File: src/hw/rtl/b64d_pkg.sv
// Shared types, constants and the character classifier for the base64url
// stream decoder. No dependencies.
`default_nettype none

package b64d_pkg;

  // Default width of the saturating byte counter
  localparam int COUNT_WIDTH_DEFAULT = 16;
  // Width of the reported byte total
  localparam int TOTAL_W = 16;
  // Entries in the queue between front and back
  localparam int QUEUE_DEPTH = 2;

  // Status codes
  localparam logic [1:0] ST_OK       = 2'd0;
  localparam logic [1:0] ST_BAD_CHAR = 2'd1;
  localparam logic [1:0] ST_LONE     = 2'd2;
  localparam logic [1:0] ST_TRAIL    = 2'd3;

  // Classified character as it travels through the queue
  typedef struct packed {
    logic [5:0] sextet;
    logic       bad;
    logic       last;
  } b64d_item_t;

  localparam int ITEM_W = $bits(b64d_item_t);

  // Map an ASCII code to its 6-bit value; bad is set outside the alphabet
  function automatic b64d_item_t classify(input logic [7:0] c, input logic last);
    b64d_item_t r;
    r.last   = last;
    r.bad    = 1'b0;
    r.sextet = 6'd0;
    if (c >= 8'h41 && c <= 8'h5A) begin
      r.sextet = 6'(c - 8'h41);
    end else if (c >= 8'h61 && c <= 8'h7A) begin
      r.sextet = 6'(c - 8'h61 + 8'd26);
    end else if (c >= 8'h30 && c <= 8'h39) begin
      r.sextet = 6'(c - 8'h30 + 8'd52);
    end else if (c == 8'h2D) begin
      r.sextet = 6'd62;
    end else if (c == 8'h5F) begin
      r.sextet = 6'd63;
    end else begin
      r.bad = 1'b1;
    end
    return r;
  endfunction

endpackage

`default_nettype wire

File: src/hw/rtl/b64d_front.sv
// Front end: accepts input transactions and classifies each character.
// Depends on b64d_pkg.
`default_nettype none

module b64d_front (
  input  wire logic              in_valid,
  output logic                   in_ready,
  input  wire logic [7:0]        char_code,
  input  wire logic              is_last,
  input  wire logic              q_full,
  output logic                   push,
  output b64d_pkg::b64d_item_t   push_item
);
  import b64d_pkg::*;

  // Take a transaction whenever the queue has room
  assign in_ready  = !q_full;
  assign push      = in_valid && !q_full;
  assign push_item = classify(char_code, is_last);

endmodule

`default_nettype wire

File: src/hw/rtl/b64d_queue.sv
// Small register queue that decouples the front end from the back end.
// Depends on b64d_pkg.
`default_nettype none

module b64d_queue #(
  parameter int DEPTH = b64d_pkg::QUEUE_DEPTH,
  parameter int WIDTH = b64d_pkg::ITEM_W
) (
  input  wire logic             clk,
  input  wire logic             rst,
  input  wire logic             push,
  input  wire logic [WIDTH-1:0] din,
  output logic                  full,
  input  wire logic             pop,
  output logic                  not_empty,
  output logic [WIDTH-1:0]      dout
);
  import b64d_pkg::*;

  localparam int AW = (DEPTH > 1) ? $clog2(DEPTH) : 1;
  localparam int CW = $clog2(DEPTH + 1);

  logic [WIDTH-1:0] mem [DEPTH];
  logic [AW-1:0]    wr_ptr;
  logic [AW-1:0]    rd_ptr;
  logic [CW-1:0]    fill;

  assign full      = (fill == CW'(DEPTH));
  assign not_empty = (fill != '0);
  assign dout      = mem[rd_ptr];

  // Storage
  always_ff @(posedge clk) begin
    if (push) begin
      mem[wr_ptr] <= din;
    end
  end

  // Pointers and fill level
  always_ff @(posedge clk) begin
    if (rst) begin
      wr_ptr <= '0;
      rd_ptr <= '0;
      fill   <= '0;
    end else begin
      if (push) begin
        wr_ptr <= (wr_ptr == AW'(DEPTH - 1)) ? '0 : wr_ptr + 1'b1;
      end
      if (pop) begin
        rd_ptr <= (rd_ptr == AW'(DEPTH - 1)) ? '0 : rd_ptr + 1'b1;
      end
      if (push && !pop) begin
        fill <= fill + 1'b1;
      end else if (pop && !push) begin
        fill <= fill - 1'b1;
      end
    end
  end

endmodule

`default_nettype wire

File: src/hw/rtl/b64d_back.sv
// Back end: decode state update and registered result stage.
// Depends on b64d_pkg.
`default_nettype none

module b64d_back #(
  parameter int COUNT_WIDTH = b64d_pkg::COUNT_WIDTH_DEFAULT
) (
  input  wire logic                   clk,
  input  wire logic                   rst,
  input  wire logic                   q_not_empty,
  input  wire b64d_pkg::b64d_item_t   q_item,
  output logic                        pop,
  output logic                        out_valid,
  input  wire logic                   out_ready,
  output logic [7:0]                  out_byte,
  output logic                        byte_valid,
  output logic                        string_done,
  output logic [1:0]                  status,
  output logic [b64d_pkg::TOTAL_W-1:0] byte_total
);
  import b64d_pkg::*;

  logic [1:0]             group_phase, group_phase_next;
  logic [7:0]             carry_bits, carry_bits_next;
  logic [1:0]             error_code, error_code_next;
  logic [COUNT_WIDTH-1:0] byte_count, byte_count_next;
  logic [7:0]             dec_byte;
  logic                   have_byte;
  logic                   give_byte;
  logic [1:0]             err_mid;
  logic [TOTAL_W-1:0]     total_next;

  // Take the queue head whenever the result register is free or draining
  assign pop = q_not_empty && (!out_valid || out_ready);

  // Decode step for the head item
  always_comb begin
    group_phase_next = group_phase;
    carry_bits_next  = carry_bits;
    err_mid          = error_code;
    dec_byte         = 8'h00;
    have_byte        = 1'b0;
    if (q_item.bad) begin
      if (error_code == ST_OK) err_mid = ST_BAD_CHAR;
    end else begin
      unique case (group_phase)
        2'd0: begin
          if (q_item.last && error_code == ST_OK) err_mid = ST_LONE;
          carry_bits_next = {q_item.sextet, 2'b00};
        end
        2'd1: begin
          dec_byte        = carry_bits | {6'b0, q_item.sextet[5:4]};
          carry_bits_next = {q_item.sextet[3:0], 4'b0000};
          have_byte       = 1'b1;
        end
        2'd2: begin
          dec_byte        = carry_bits | {4'b0, q_item.sextet[5:2]};
          carry_bits_next = {q_item.sextet[1:0], 6'b000000};
          have_byte       = 1'b1;
        end
        default: begin
          dec_byte        = carry_bits | {2'b0, q_item.sextet};
          carry_bits_next = 8'h00;
          have_byte       = 1'b1;
        end
      endcase
      group_phase_next = group_phase + 2'd1;
    end
    give_byte = have_byte && (err_mid == ST_OK);
    byte_count_next = byte_count;
    if (give_byte && byte_count != '1) byte_count_next = byte_count + 1'b1;
    error_code_next = err_mid;
    if (q_item.last && err_mid == ST_OK && carry_bits_next != 8'h00) begin
      error_code_next = ST_TRAIL;
    end
  end

  // Reported total, limited to the output width
  generate
    if (COUNT_WIDTH > TOTAL_W) begin : g_total_sat
      assign total_next = (|byte_count_next[COUNT_WIDTH-1:TOTAL_W]) ? '1
                          : byte_count_next[TOTAL_W-1:0];
    end else if (COUNT_WIDTH == TOTAL_W) begin : g_total_eq
      assign total_next = byte_count_next;
    end else begin : g_total_ext
      assign total_next = {{(TOTAL_W - COUNT_WIDTH){1'b0}}, byte_count_next};
    end
  endgenerate

  // Decoder state; clears at the end of each string
  always_ff @(posedge clk) begin
    if (rst) begin
      group_phase <= '0;
      carry_bits  <= '0;
      error_code  <= ST_OK;
      byte_count  <= '0;
    end else if (pop) begin
      if (q_item.last) begin
        group_phase <= '0;
        carry_bits  <= '0;
        error_code  <= ST_OK;
        byte_count  <= '0;
      end else begin
        group_phase <= group_phase_next;
        carry_bits  <= carry_bits_next;
        error_code  <= error_code_next;
        byte_count  <= byte_count_next;
      end
    end
  end

  // Result register control
  always_ff @(posedge clk) begin
    if (rst) begin
      out_valid <= 1'b0;
    end else if (pop) begin
      out_valid <= 1'b1;
    end else if (out_ready) begin
      out_valid <= 1'b0;
    end
  end

  // Result payload
  always_ff @(posedge clk) begin
    if (pop) begin
      out_byte    <= give_byte ? dec_byte : 8'h00;
      byte_valid  <= give_byte;
      string_done <= q_item.last;
      status      <= error_code_next;
      byte_total  <= total_next;
    end
  end

  // End of string returns all state to zero
  a_clear_on_last: assert property (@(posedge clk) disable iff (rst)
    pop && q_item.last |=> group_phase == '0 && carry_bits == '0 &&
                           error_code == ST_OK && byte_count == '0)
    else $error("decoder state not cleared after last character");

  // A byte is only reported ok, or on a final character that adds trailing bits
  a_byte_status: assert property (@(posedge clk) disable iff (rst)
    out_valid && byte_valid |-> status == ST_OK || string_done)
    else $error("byte reported with an error status");

  // Recorded error is sticky within a string
  a_error_sticky: assert property (@(posedge clk) disable iff (rst)
    error_code != ST_OK && !(pop && q_item.last) |=> error_code == $past(error_code))
    else $error("recorded error changed mid-string");

  // Byte count never falls within a string
  a_count_mono: assert property (@(posedge clk) disable iff (rst)
    !(pop && q_item.last) |=> byte_count >= $past(byte_count))
    else $error("byte count decreased mid-string");

endmodule

`default_nettype wire

File: src/hw/rtl/base64url_stream_decoder_core.sv
// Top level of the base64url stream decoder: front end, queue, back end.
// Depends on b64d_pkg, b64d_front, b64d_queue, b64d_back.
`default_nettype none

// Decodes unpadded base64url (A-Z a-z 0-9 - _) one character per transaction
// and returns exactly one result per character: a byte on the second to fourth
// character of each group of four, the sticky status of the string and a
// saturating byte total. The character flagged is_last closes the string,
// carries the final status and clears all decoder state. Sustained rate is one
// character per clock while out_ready holds. A two-entry queue sits between
// classifier and back end, and the result register accepts new work in the same
// cycle its transaction is taken, so a stall on one side stops the other only
// once the queue is full or empty. Characters are written into the queue, and
// result valid is registered when the back end takes them from the queue.
module base64url_stream_decoder_core #(
  parameter int COUNT_WIDTH = b64d_pkg::COUNT_WIDTH_DEFAULT
) (
  input  wire logic                    clk,
  input  wire logic                    rst,
  input  wire logic                    in_valid,
  output logic                         in_ready,
  input  wire logic [7:0]              char_code,
  input  wire logic                    is_last,
  output logic                         out_valid,
  input  wire logic                    out_ready,
  output logic [7:0]                   out_byte,
  output logic                         byte_valid,
  output logic                         string_done,
  output logic [1:0]                   status,
  output logic [b64d_pkg::TOTAL_W-1:0] byte_total
);
  import b64d_pkg::*;

  logic       push;
  b64d_item_t push_item;
  logic       q_full;
  logic       q_not_empty;
  b64d_item_t q_item;
  logic       pop;

  // Classify incoming characters
  b64d_front u_front (
    .in_valid  (in_valid),
    .in_ready  (in_ready),
    .char_code (char_code),
    .is_last   (is_last),
    .q_full    (q_full),
    .push      (push),
    .push_item (push_item)
  );

  // Decoupling queue
  b64d_queue #(
    .DEPTH (QUEUE_DEPTH),
    .WIDTH (ITEM_W)
  ) u_queue (
    .clk       (clk),
    .rst       (rst),
    .push      (push),
    .din       (push_item),
    .full      (q_full),
    .pop       (pop),
    .not_empty (q_not_empty),
    .dout      (q_item)
  );

  // Decode and result stage
  b64d_back #(
    .COUNT_WIDTH (COUNT_WIDTH)
  ) u_back (
    .clk         (clk),
    .rst         (rst),
    .q_not_empty (q_not_empty),
    .q_item      (q_item),
    .pop         (pop),
    .out_valid   (out_valid),
    .out_ready   (out_ready),
    .out_byte    (out_byte),
    .byte_valid  (byte_valid),
    .string_done (string_done),
    .status      (status),
    .byte_total  (byte_total)
  );

endmodule

`default_nettype wire
File: config.mk
export PLATFORM = sky130hd
export DESIGN_NAME = base64url_stream_decoder_core
export DESIGN_NICKNAME = d
export VERILOG_FILES = /design/src/hw/rtl/b64d_pkg.sv /design/src/hw/rtl/b64d_front.sv /design/src/hw/rtl/b64d_queue.sv /design/src/hw/rtl/b64d_back.sv /design/src/hw/rtl/base64url_stream_decoder_core.sv
export SDC_FILE = /design/constraint.sdc
export NUM_CORES = 1
export LEC_CHECK = 0
export BUFFER_PORTS_ARGS = -buffer_cell sky130_fd_sc_hd__buf_4
export CAP_MARGIN = 20
export CELL_PAD_IN_SITES_DETAIL_PLACEMENT = 1
export CELL_PAD_IN_SITES_GLOBAL_PLACEMENT = 1
export CORE_ASPECT_RATIO = 1.5
export CORE_UTILIZATION = 43
export CTS_CLUSTER_SIZE = 12
export DETAILED_ROUTE_END_ITERATION = 7
export PLACE_DENSITY_LB_ADDON = 0.1
export SLEW_MARGIN = 20
export SYNTH_ARGS = -nofsm -noshare
export SYNTH_HDL_FRONTEND = slang
export SYNTH_SLANG_ARGS = --single-unit
File: constraint.sdc
create_clock -name clk -period 4.5 [get_ports clk]
set_input_delay 0.9 -clock clk [delete_from_list [all_inputs] [get_ports clk]]
set_output_delay 0.9 -clock clk [all_outputs]
set_load 0.03 [all_outputs]
* Word-level counts from Yosys, hierarchy flattened
Memory sizes are Yosys's and may differ from the RTL's. A register that Yosys moved wholly into a read port is not among the register bits.
Index checks and enable logic that the tools add are counted.
** Word-level totals
- Word-level logic and storage cells :: 104
- Bits of input ports :: 13
- Output and inout bits :: 30
- Register bits :: 61
- Memory bits (writable) :: 16
- Memories :: 1
- Bits in latches :: 0
- Memory bits (read-only) :: 0
** Memories
- u_queue.mem :: depth 2, width 8, read ports 1, clocked after Yosys merged registers in 1, wr ports 1, RTL line b64d_queue.sv:23 : logic [WIDTH-1:0] mem [DEPTH];
** Cells by class
- Shifts and indexed selects :: 0
- Add/sub/neg operators :: 11
- Bitwise gates (word level) :: 4
- Multipliers :: 0
- Div/mod/pow operators :: 0
- $lt $le $gt $ge :: 6
- Muxes and demuxes :: 36
- Equal/unequal tests :: 7
- Reductions and logical operators :: 26
** Operator list (count)
- $pmux W8 S3 :: 2
- $mux W16 :: 2
- $mux W6 :: 5
- $mux W2 :: 10
- $add A16 B1 Y16 const B :: 1
- $ge A8 B7 Y1 const B :: 2
- $le A8 B7 Y1 const B :: 2
- $mux W8 :: 2
- $ne A16 B16 Y1 const B :: 1
- $mux W1 :: 15
- $logic_and A1 B1 Y1 :: 12
- $sub A6 B6 Y6 const B :: 2
- $eq A8 B6 Y1 const B :: 1
- $eq A8 B7 Y1 const B :: 1
- $ge A8 B6 Y1 const B :: 1
- $le A8 B6 Y1 const B :: 1
- $or A8 B2 Y8 :: 1
- $or A8 B4 Y8 :: 1
- $or A8 B6 Y8 :: 1
- $reduce_bool A8 Y1 :: 1
- $add A6 B5 Y6 const B :: 1
- $add A6 B6 Y6 const B :: 1
- $logic_not A2 Y1 :: 3
- $reduce_bool A2 Y1 :: 3
- 12 further kinds :: 18

* Depth between registers and ports, before layout
Gate-level depths: netlist of run 1.
- Depth after elaboration :: 10
- Mapped depth :: 9
- Gate-level depth less buffers :: 8

* Hierarchy
From an unflattened synthesis of run 1, not the netlist that was laid out.
** Unflattened totals
- Cell total of the unflattened synthesis :: 425
- Area total of the unflattened synthesis :: 4280.4 um2
** Modules (own cells, without submodules)
- b64d_back :: instances 1, area each 2914.0 um2, seq. area each 1421.4 um2, cells each 298
- b64d_queue :: instances 1, area each 785.8 um2, seq. area each 580.6 um2, cells each 47
- b64d_front :: instances 1, area each 580.6 um2, seq. area each 0.0 um2, cells each 80

* Least setup slack after synthesis of run 1
OpenSTA, ideal clock, no wires.
- Kind :: input-to-reg
- From :: input char_code[2]
- To :: memory u_queue.mem[0][3] (netlist bit), data pin
- Library setup time :: 268 ps
- Stages :: 8
- Setup slack :: 1788 ps
- Arrival time :: 2444 ps
- Path buffers :: 1
- Required time :: 4232 ps
- Cells stage by stage :: clkbuf_1 -> inv_1 -> ha_1 -> inv_1 -> o211a_1 -> nor4_2 -> nor2b_1 -> a21oi_1
** RTL lines
- start, declared :: RTL line base64url_stream_decoder_core.sv:22 : input wire logic [7:0] char_code,
- end, declared :: RTL line b64d_queue.sv:23

==> results of run 1 <==
-- state kept, by name, indices dropped and copies added (netlist names), named ones only --
register            cells
u_queue.wr_ptr          1
u_back.out_byte         8
u_back.string_done      1
u_queue.mem            16
u_back.byte_count      16
u_back.carry_bits       8
u_back.out_valid        1
u_back.byte_valid       1
u_back.error_code       2
u_back.status           2
u_queue.fill            2
u_queue.rd_ptr          1
u_back.byte_total      16
u_back.group_phase      2
-- area by class of cell --
| class | count | area (µm²) |
|---|---|---|
| Tap cell | 112 | 140.1 |
| Clock inverter | 7 | 121.4 |
| Multi-Input combinational cell | 285 | 1974 |
| Timing Repair Buffer | 44 | 330.3 |
| Clock buffer | 9 | 225.2 |
| Fill cell | 1059 | 4434 |
| Sequential cell | 78 | 2002 |
| Inverter | 21 | 80.08 |
-- stage by stage --
step / power, µW / setup slack, ns / instances
after global routing: 2985 / 1.535 / 556
final: 2846 / 1.745 / 556
after global placement: 1994 / 1.493 / 540
after detailed placement: 2018 / 1.384 / 540
after CTS: 2868 / 1.736 / 556
after floorplan: 1690 / 1.788 / 399
-- worst min path at each step --
stage | cells after the start | start | slack, ns | to
floorplan | 2 | u_back.carry_bits[3] | 0.44 | u_back.carry_bits[3]
global placement | 2 | u_back.byte_count[1] | 0.50 | u_back.byte_count[1]
detailed placement | 2 | u_back.carry_bits[3] | 0.50 | u_back.carry_bits[3]
CTS | 1 | u_back.carry_bits[0] | 0.52 | u_back.carry_bits[0]
global route | 2 | u_back.carry_bits[3] | 0.54 | u_back.carry_bits[3]
finish | 2 | u_back.carry_bits[3] | 0.52 | u_back.carry_bits[3]
-- power groups by stage --
stage               Sequential, µW  Clock (µW)  Combinational [µW]
CTS                           1040         856                 968
finish                        1040         845                 963
global placement              1050           0                 948
detailed placement            1060           0                 962
floorplan                     1210           0                 481
global route                  1060         886                1040
-- logic make-up (layout without fill, tap and decap cells) --
group           Yosys count  count (layout)  share of synthesized area [%]
compound gates          105             105                          17.76
xor+xnor                 22              22                          4.658
fa+ha+maj                16              16                          4.840
buf+inv                  36              81                          3.871
flops                    78              78                          48.40
mux                      11              11                          3.206
simple gates            131             131                          17.27
-- placed cells by master (no fill, tap or decap), drive strengths merged, types with 7 or more instances in the layout --
cell and n:
nand2 24, nand4 11, o21ai 19, and3 8, clkbuf 9, inv 20
nor3 10, edfxtp 44, a21oi 27, dfxtp 34, nand3 13, ha 16
nor2b 7, xnor2 16, nor2 28, mux2 8, a31oi 8, buf 44
-- routing by layer --
metal  GRT usage (%)  vias up
li1                -     1604
met1           24.45     1675
met2           43.60       80
met3           5.393       34
met4           14.04        0
met5               0        -
-- critical path: stages --
cell	delay, ns
buf_4	0.12
inv_1	0.09
ha_1	0.25
nor2b_1	0.15
o211a_1	0.23
nor4_2	0.71
nor2b_1	0.27
a21oi_1	0.11
==> impl_metrics.toml, run 1 <==
[routing]
top_layer_used = "met4"
first_iter_violations = 128
drc = 0
dr.pass1.iters = 4
wl_met3_um = 283
postRouteAntennaNets = 0
drt-met1-wl_mm = 4.144
routed_wl_mm = 11.14
avgRoutedWirePerCell_um = 20.03
route.met2.wl_mm = 6.195
vias = 3393
avgViaCountPerCell = 6.103

[die]
rows = 43
start_util_pct = 44.44
die-area_um2 = 10020
die_height_um = 122.1
die_x_um = 82.08
core_um2 = 9308
boundaryPins = 43

[yosys]
syn_inst = 399
synth_edf_count = 44
synth.avg_cell_area_um2 = 10.37
ys_warn_count = 0
synth_top_area_cell = "edfxtp_1"
synth_area_leaders = "edfxtp_1, dfxtp_1, ha_1"
synth_seq_cells = 78
synth_most_common_cell = "edfxtp_1"
synth_top_area_share_pct = 31.94
ys_seq_area_share_pct = 48.40
synthTopCellsByCount = "edfxtp_1, dfxtp_1, a21oi_1, nor2_1, nand2_1"
syn_area_um2 = 4136
synth-main-ff-cell = "edfxtp_1"
async_flop_share_pct = 0
synth.distinct_cells = 66
syn_nets = 428

[outcome]
status = "finished, final reports clean"

[pwr]
p_switching_uw = 1033
sequentialPowerShare_pct = 36.5
switching_share_pct = 36.29
p_leak_uw = 0.001812
p_per_area_nw_per_um2 = 584.0
p_int_uw = 1813
combPwrFrac_pct = 33.8
vdd_drop_max_mv = 0.3128
power_frac_clock_pct = 29.7

[global_route]
grt-ovfl-total = 0
gr-usage-all-layers_pct = 24.10
grt_start_max_net_pins = 24
antenna_found_initial = 0
grt_pass1_vias = 3461
grt_pass1_wl_mm = 17.67

[flow_run]
maxCapViolCount = 0

[clock_tree]
tritoncts.num_buffers = 9
cts.sinks = 78
post-cts-setup-buffers = 0
clock_insertion_delay_worst_skew_ns = 0.34
cts_buffer_depth = 2
cts-root-buf = "clkbuf_16"
path_clk_slew_ns = 0.06
htreeDepth = 3
tritoncts = "yes"
ctsHoldBuffers = 0
ctsResizeCount = 0

[critical_path]
ff2ff_setup_slack_ns = 1.80
crit_path_max_fanout = 10
reg2reg_to = "u_back.byte_count[14]"
worst_setup_path_start_kind = "primary input"
cp.required_ns = 4.58
path_class = "in -> reg"
crit_path_end = "u_queue.mem[0][3]"
endpoint_kind = "flop"
reg2regPathDepth = 5
startpoint = "char_code[1]"
arrival_ns = 2.83

[timing]
fin_crit_ns = 2.755
clock.fmax_mhz = 363.0
post-route-period-util_pct = 61.21
setup_viol = 0
finalMaxSlewViolations = 0
hold_violations = 0
fin_worst_skew_ns = 0.007498
tightest_slew_ns = 0.8434
rsz0062_at_grt = "no"
slew_headroom_pct = 43.31
fin_hold_ws_ns = 0.5199
tns_ns = 0

[layout]
antenna_cells = 0
area_delta_synth_final_pct = 17.82
final_area_um2 = 4873
final_util_pct = 52.36
drive_gt1_share_pct = 18.47
finalNetCount = 468

[placed_design]
place.gp.congestion = 0.8442
io_buffers = 42
hpwl_mm = 8.345
placed_area_um2 = 4527

[min_path]
hold_class = "reg -> reg"
No activity file was read; power rests on OpenSTA's default activity.
==> run 2: changes to the inputs <==
--- a/config.mk
+++ b/config.mk
@@ -5,6 +5,7 @@
 export SDC_FILE = /design/constraint.sdc
 export NUM_CORES = 1
 export LEC_CHECK = 0
+export ABC_AREA = 1
 export BUFFER_PORTS_ARGS = -buffer_cell sky130_fd_sc_hd__buf_4
 export CAP_MARGIN = 20
 export CELL_PAD_IN_SITES_DETAIL_PLACEMENT = 1
==> constraint.sdc (replaced) <==
create_clock -name clk -period 2.75 [get_ports clk]
set_input_delay 0.55 -clock clk [delete_from_list [all_inputs] [get_ports clk]]
set_output_delay 0.55 -clock clk [all_outputs]
set_load 0.03 [all_outputs]
==> run 2 against run 1 <==
Compared with the run above: the flow now finishes with violations (design-rule violations); non-clock buffer count is 3 higher; cell area is 4.4% higher; clock skew is 0.0014 ns lower; global-route usage is 0.51 points lower; die area is 5.2% higher; worst setup slack worse by 1.1 ns; critical path type is now reg -> reg; largest cell class is now multi-input gates.
==> impl_metrics.toml, run 2 <==
[outcome]
status = "complete, but fails checks"
violations = "design-rule violations"

[yosys]
ys_seq_area_share_pct = 45.94
synth_top_area_share_pct = 30.32
synth_top_area_cell = "edfxtp_1"
synth.distinct_cells = 37
synth_most_common_cell = "nand2_1"
synth_area_leaders = "edfxtp_1, dfxtp_1, nand2_1"
syn_inst = 548
synth-main-ff-cell = "edfxtp_1"
synth.avg_cell_area_um2 = 7.952
ys_warn_count = 0
synthTopCellsByCount = "nand2_1, nor2_1, inv_1, edfxtp_1, nand3_1"
synth_seq_cells = 78
async_flop_share_pct = 0
syn_area_um2 = 4358
synth_edf_count = 44
syn_nets = 577

[clock_tree]
path_clk_slew_ns = 0.06
ctsHoldBuffers = 0
tritoncts = "yes"
clock_insertion_delay_worst_skew_ns = 0.34
cts_buffer_depth = 2
tritoncts.num_buffers = 9
htreeDepth = 3
cts-root-buf = "clkbuf_16"
ctsResizeCount = 0
cts.sinks = 78
post-cts-setup-buffers = 0

[placed_design]
hpwl_mm = 8.585
dp_slack_ns = 0.4239
io_buffers = 42
place.gp.congestion = 0.9184

[timing]
setup_slack_ns = 0.6087
tns_ns = 0
setup_viol = 0
tightest_slew_ns = 0.7369
post-route-period-util_pct = 77.87
hold_violations = 0
clock.fmax_mhz = 467.0
slew_headroom_pct = 50.69
fin_worst_skew_ns = 0.006065
finalMaxSlewViolations = 0
rsz0062_at_grt = "no"
fin_crit_ns = 2.141

[critical_path]
reg2regPathDepth = 9
endpoint_kind = "flop"
worst_setup_path_start_kind = "flop"
crit_path_end = "u_back.byte_total[12]"
r2r_start = "u_back.group_phase[0]"
crit_path_frequent_cell = "inv_1"
startpoint = "u_back.group_phase[0]"
cp_slowest_cell = "ha_1"
reg2reg_to = "u_back.byte_total[12]"
path_class = "reg -> reg"
max_stage_delay_ns = 0.38
cp.required_ns = 2.84
ff2ff_setup_slack_ns = 0.61
crit_path_max_fanout = 13
arrival_ns = 2.23
worstPathCellList = "inv_1, ha_1, inv_1, nand4_4, buf_4, inv_1, nand2_1, nand2_1, and2_1"

[layout]
finalNetCount = 620
layout_common_cells = "nand2_1, nor2_1, inv_1, buf_4, edfxtp_1"
area_delta_synth_final_pct = 16.80
drive_gt1_share_pct = 14.26
final_common_cell = "nand2_1"
antenna_cells = 0
top_regs = "u_back.byte_count x16, u_back.byte_total x16, u_queue.mem x16"

[global_route]
grt_pass1_wl_mm = 19.17
grt_pass1_vias = 4018
use_met3_pct = 4.554
busiest_layer = "met2"
grt_start_max_net_pins = 34
use_met1_pct = 23.14
grt-ovfl-total = 0
gr-usage-all-layers_pct = 23.59
met2_usage_pct = 46.62
antenna_found_initial = 0

[pwr]
vdd_drop_max_mv = 0.3832
p_leak_uw = 0.002130
p_per_area_nw_per_um2 = 957.9

[die]
boundaryPins = 43
start_util_pct = 44.72
die_x_um = 84.20
die_height_um = 125.3
die-area_um2 = 10550
rows = 44
core_um2 = 9744

[min_path]
hold_class = "in -> reg"

[routing]
postRouteAntennaNets = 0
first_iter_violations = 133
avgRoutedWirePerCell_um = 16.36
drc = 6
avgViaCountPerCell = 5.376
dr.pass1.iters = 7
vias = 3822
routed_wl_mm = 11.64

[flow_run]
maxCapViolCount = 0
-- run 2: power breakdown --
part,internal (µW),switching (µW)
clock network,792,477
logic,545,1360
registers,1590,115
total,2930,1950
-- run 2: how the worst min path moves through the flow --
stage                               startpoint                    to  slack, ns  cells after the start
after global routing                   is_last     u_queue.mem[0][0]       0.39                      1
final                                  is_last     u_queue.mem[1][0]       0.40                      1
after detailed placement  u_back.carry_bits[6]  u_back.carry_bits[6]       0.47                      2
after CTS                              is_last     u_queue.mem[1][0]       0.39                      1
after floorplan           u_back.carry_bits[4]  u_back.carry_bits[4]       0.45                      2
after global placement    u_back.carry_bits[6]  u_back.carry_bits[6]       0.47                      2
-- run 2: metrics by stage --
stage	instance area [µm²]	instances	hold slack, ns	power [µW]	utilization, %
finish	5090	711	0.3960	4876	52.23
global route	5090	711	0.3879	5139	52.23
CTS	5090	711	0.3931	4927	52.23
detailed placement	4775	695	0.4747	3642	49.00
global placement	4775	695	0.4662	3592	49.00
floorplan	4358	548	0.4534	2955	-
-- run 2: layer usage --
metal | vias to the layer above | wire (µm)
li1 | 1897 | -
met1 | 1853 | 4344
met2 | 50 | 6637
met3 | 22 | 273
met4 | 0 | 379
met5 | - | 0
-- run 2: logic make-up (layout without fill, tap and decap cells) --
kind of cell / after synthesis / in the layout / share of synthesized area [%]
AOI/OAI and AO/OA: 91 / 91 / 11.83
DFF: 78 / 78 / 45.94
and+or+nand+nor: 283 / 283 / 29.06
buffers and inverters: 70 / 118 / 6.574
xor gates and xnor gates: 10 / 10 / 2.010
adders and majority gates: 16 / 16 / 4.594
-- run 2: cell type report --
type / count / area, µm²
fillers: 1201 / 4654
multi-input cells: 400 / 2069
flip-flops and latches: 78 / 2002
repair buffers: 47 / 352.8
clock buffers: 10 / 229.0
inverters: 55 / 206.4
well taps: 115 / 143.9
clock inverters: 6 / 86.33
-- run 2: critical path, delay by kind of cell (launching register included) --
family	cells	cell delay, ns
flops	1	0.36
simple gates	4	0.52
buf+inv	4	0.64
fa+ha+maj	1	0.38
==> run 3: changes to the inputs <==
--- a/config.mk
+++ b/config.mk
@@ -5,7 +5,7 @@
 export SDC_FILE = /design/constraint.sdc
 export NUM_CORES = 1
 export LEC_CHECK = 0
-export ABC_AREA = 1
+export ABC_AREA = 0
 export BUFFER_PORTS_ARGS = -buffer_cell sky130_fd_sc_hd__buf_4
 export CAP_MARGIN = 20
 export CELL_PAD_IN_SITES_DETAIL_PLACEMENT = 1
==> constraint.sdc (replaced) <==
create_clock -name clk -period 2.21 [get_ports clk]
set_input_delay 0.442 -clock clk [delete_from_list [all_inputs] [get_ports clk]]
set_output_delay 0.442 -clock clk [all_outputs]
set_load 0.03 [all_outputs]
==> run 3 against run 2 <==
Compared with the run above: the run now ends clean; register-to-register slack got worse by 0.57 ns; worst hold slack worse by 0.11 ns; clock skew increased by 0.0035 ns; wire length decreased by 0.75%.
==> impl_metrics.toml, run 3 (synthesis results as in run 1) <==
[timing]
setup_viol = 0
hold_violations = 0
fin_crit_ns = 2.174
clock.fmax_mhz = 460.1
slew_headroom_pct = 53.92
rsz0062_at_grt = "yes"
fin_worst_skew_ns = 0.009530
finalMaxSlewViolations = 0
fin_hold_ws_ns = 0.2884
post-route-period-util_pct = 98.36
tightest_slew_ns = 0.6854

[routing]
first_iter_violations = 115
avgViaCountPerCell = 5.948
drc = 0
postRouteAntennaNets = 0
avgRoutedWirePerCell_um = 19.44
vias = 3533
dr.pass1.iters = 4
routed_wl_mm = 11.55

[clock_tree]
tritoncts = "yes"
cts.sinks = 78
path_clk_slew_ns = 0.06
cts-root-buf = "clkbuf_16"
clock_insertion_delay_worst_skew_ns = 0.34
ctsHoldBuffers = 0
htreeDepth = 3
cts_buffer_depth = 2
tritoncts.num_buffers = 9

[pwr]
combPwrFrac_pct = 39.2
sequentialPowerShare_pct = 35.1
vdd_drop_max_mv = 0.6908
p_per_area_nw_per_um2 = 1139
power_frac_clock_pct = 25.7
p_switching_uw = 2177
p_int_uw = 3703
switching_share_pct = 37.03
p_leak_uw = 0.001994

[global_route]
grt_start_max_net_pins = 24
antenna_found_initial = 0
grt_pass1_vias = 3649
grt_pass1_wl_mm = 18.49
grt-ovfl-total = 0
gr-usage-all-layers_pct = 25.12

[flow_run]
maxCapViolCount = 0

[critical_path]
crit_path_max_fanout = 11
reg2regPathDepth = 6
cp.required_ns = 2.34
worst_setup_path_start_kind = "flop"
endpoint_kind = "flop"
path_class = "reg -> reg"
arrival_ns = 2.30

[layout]
layout_common_cells = "buf_4, edfxtp_1, dfxtp_1, a21oi_1, nor2_1"
top_regs = "u_back.byte_count x16, u_back.byte_total x16, u_queue.mem x16"
area_delta_synth_final_pct = 24.83
drive_gt1_share_pct = 25.73
final_common_cell = "buf_4"
stdcell_count = 594
antenna_cells = 0
finalNetCount = 506

[outcome]
status = "finished, final reports clean"

[die]
die_x_um = 82.08
rows = 43
boundaryPins = 43
die_height_um = 122.1
start_util_pct = 44.44
core_um2 = 9308
die-area_um2 = 10020

[placed_design]
place.gp.congestion = 0.9369
dpl.cell_count = 578
io_buffers = 42
hpwl_mm = 8.714

[min_path]
hold_class = "in -> reg"
hold_depth = 1
==> run 3: critical path, stage by stage, from the launching register on <==
cell,delay [ns]
dfxtp_1,0.32
buf_4,0.18
or3b_2,0.49
o21ai_0,0.22
a221o_1,0.36
nor4_4,0.06
a221oi_1,0.33
==> run 3: worst paths after layout <==
check	from	end	slack, ns
max	flop	u_back.status[0]	0.04
min	is_last	u_queue.mem[1][0]	0.29
max reg2reg	flop	u_back.status[0]	0.04
min reg2reg	u_back.carry_bits[3]	u_back.carry_bits[3]	0.50
==> run 3: power by group through the flow <==
stage	Combinational, µW	Sequential [µW]	Clock [µW]
global placement	2220	2090	0
CTS	2290	2070	1530
finish	2300	2070	1510
global route	2480	2100	1590
detailed placement	2260	2100	0
floorplan	980	2460	0
==> run 3: stage by stage <==
step           setup TNS, ns  worst slack, ns  util [%]  area [µm²]  total power (µW)
3_3_place_gp        -0.06707         -0.03039     51.79        4821              4313
3_5_place_dp         -0.3037         -0.07808     51.79        4821              4359
4_1_cts                    0         0.006691     55.24        5141              5896
5_1_grt            -0.007805        -0.005974     55.48        5164              6168
6_report                   0          0.03634     55.48        5164              5880
2_1_floorplan              0          0.07208         -        4145              3443
==> run 3: layout make-up <==
| class | count | area [µm²] |
|---|---|---|
| Timing Repair Buffer | 82 | 615.6 |
| Tap cell | 112 | 140.1 |
| Clock buffer | 10 | 239.0 |
| Multi-Input combinational cell | 285 | 2017 |
| Inverter | 21 | 80.08 |
| Fill cell | 1058 | 4144 |
| Clock inverter | 6 | 68.82 |
| Sequential cell | 78 | 2003 |
==> run 3: what timing repair did <==
action / 4_1_cts / 5_1_grt
gates resized for setup: 2 / 5
setup buffers: 0 / 0
endpoints found under the setup margin: 2 / 21
pin swaps: 0 / 1
==> run 3: metal layers <==
metal	GRT usage (%)	part of all wire [%]	vias up
met3	4.944	3.1	27
met1	25.82	37	1759
met4	10.75	3.0	0
li1	-	-	1666
met2	47.37	57	81
met5	0	0	-
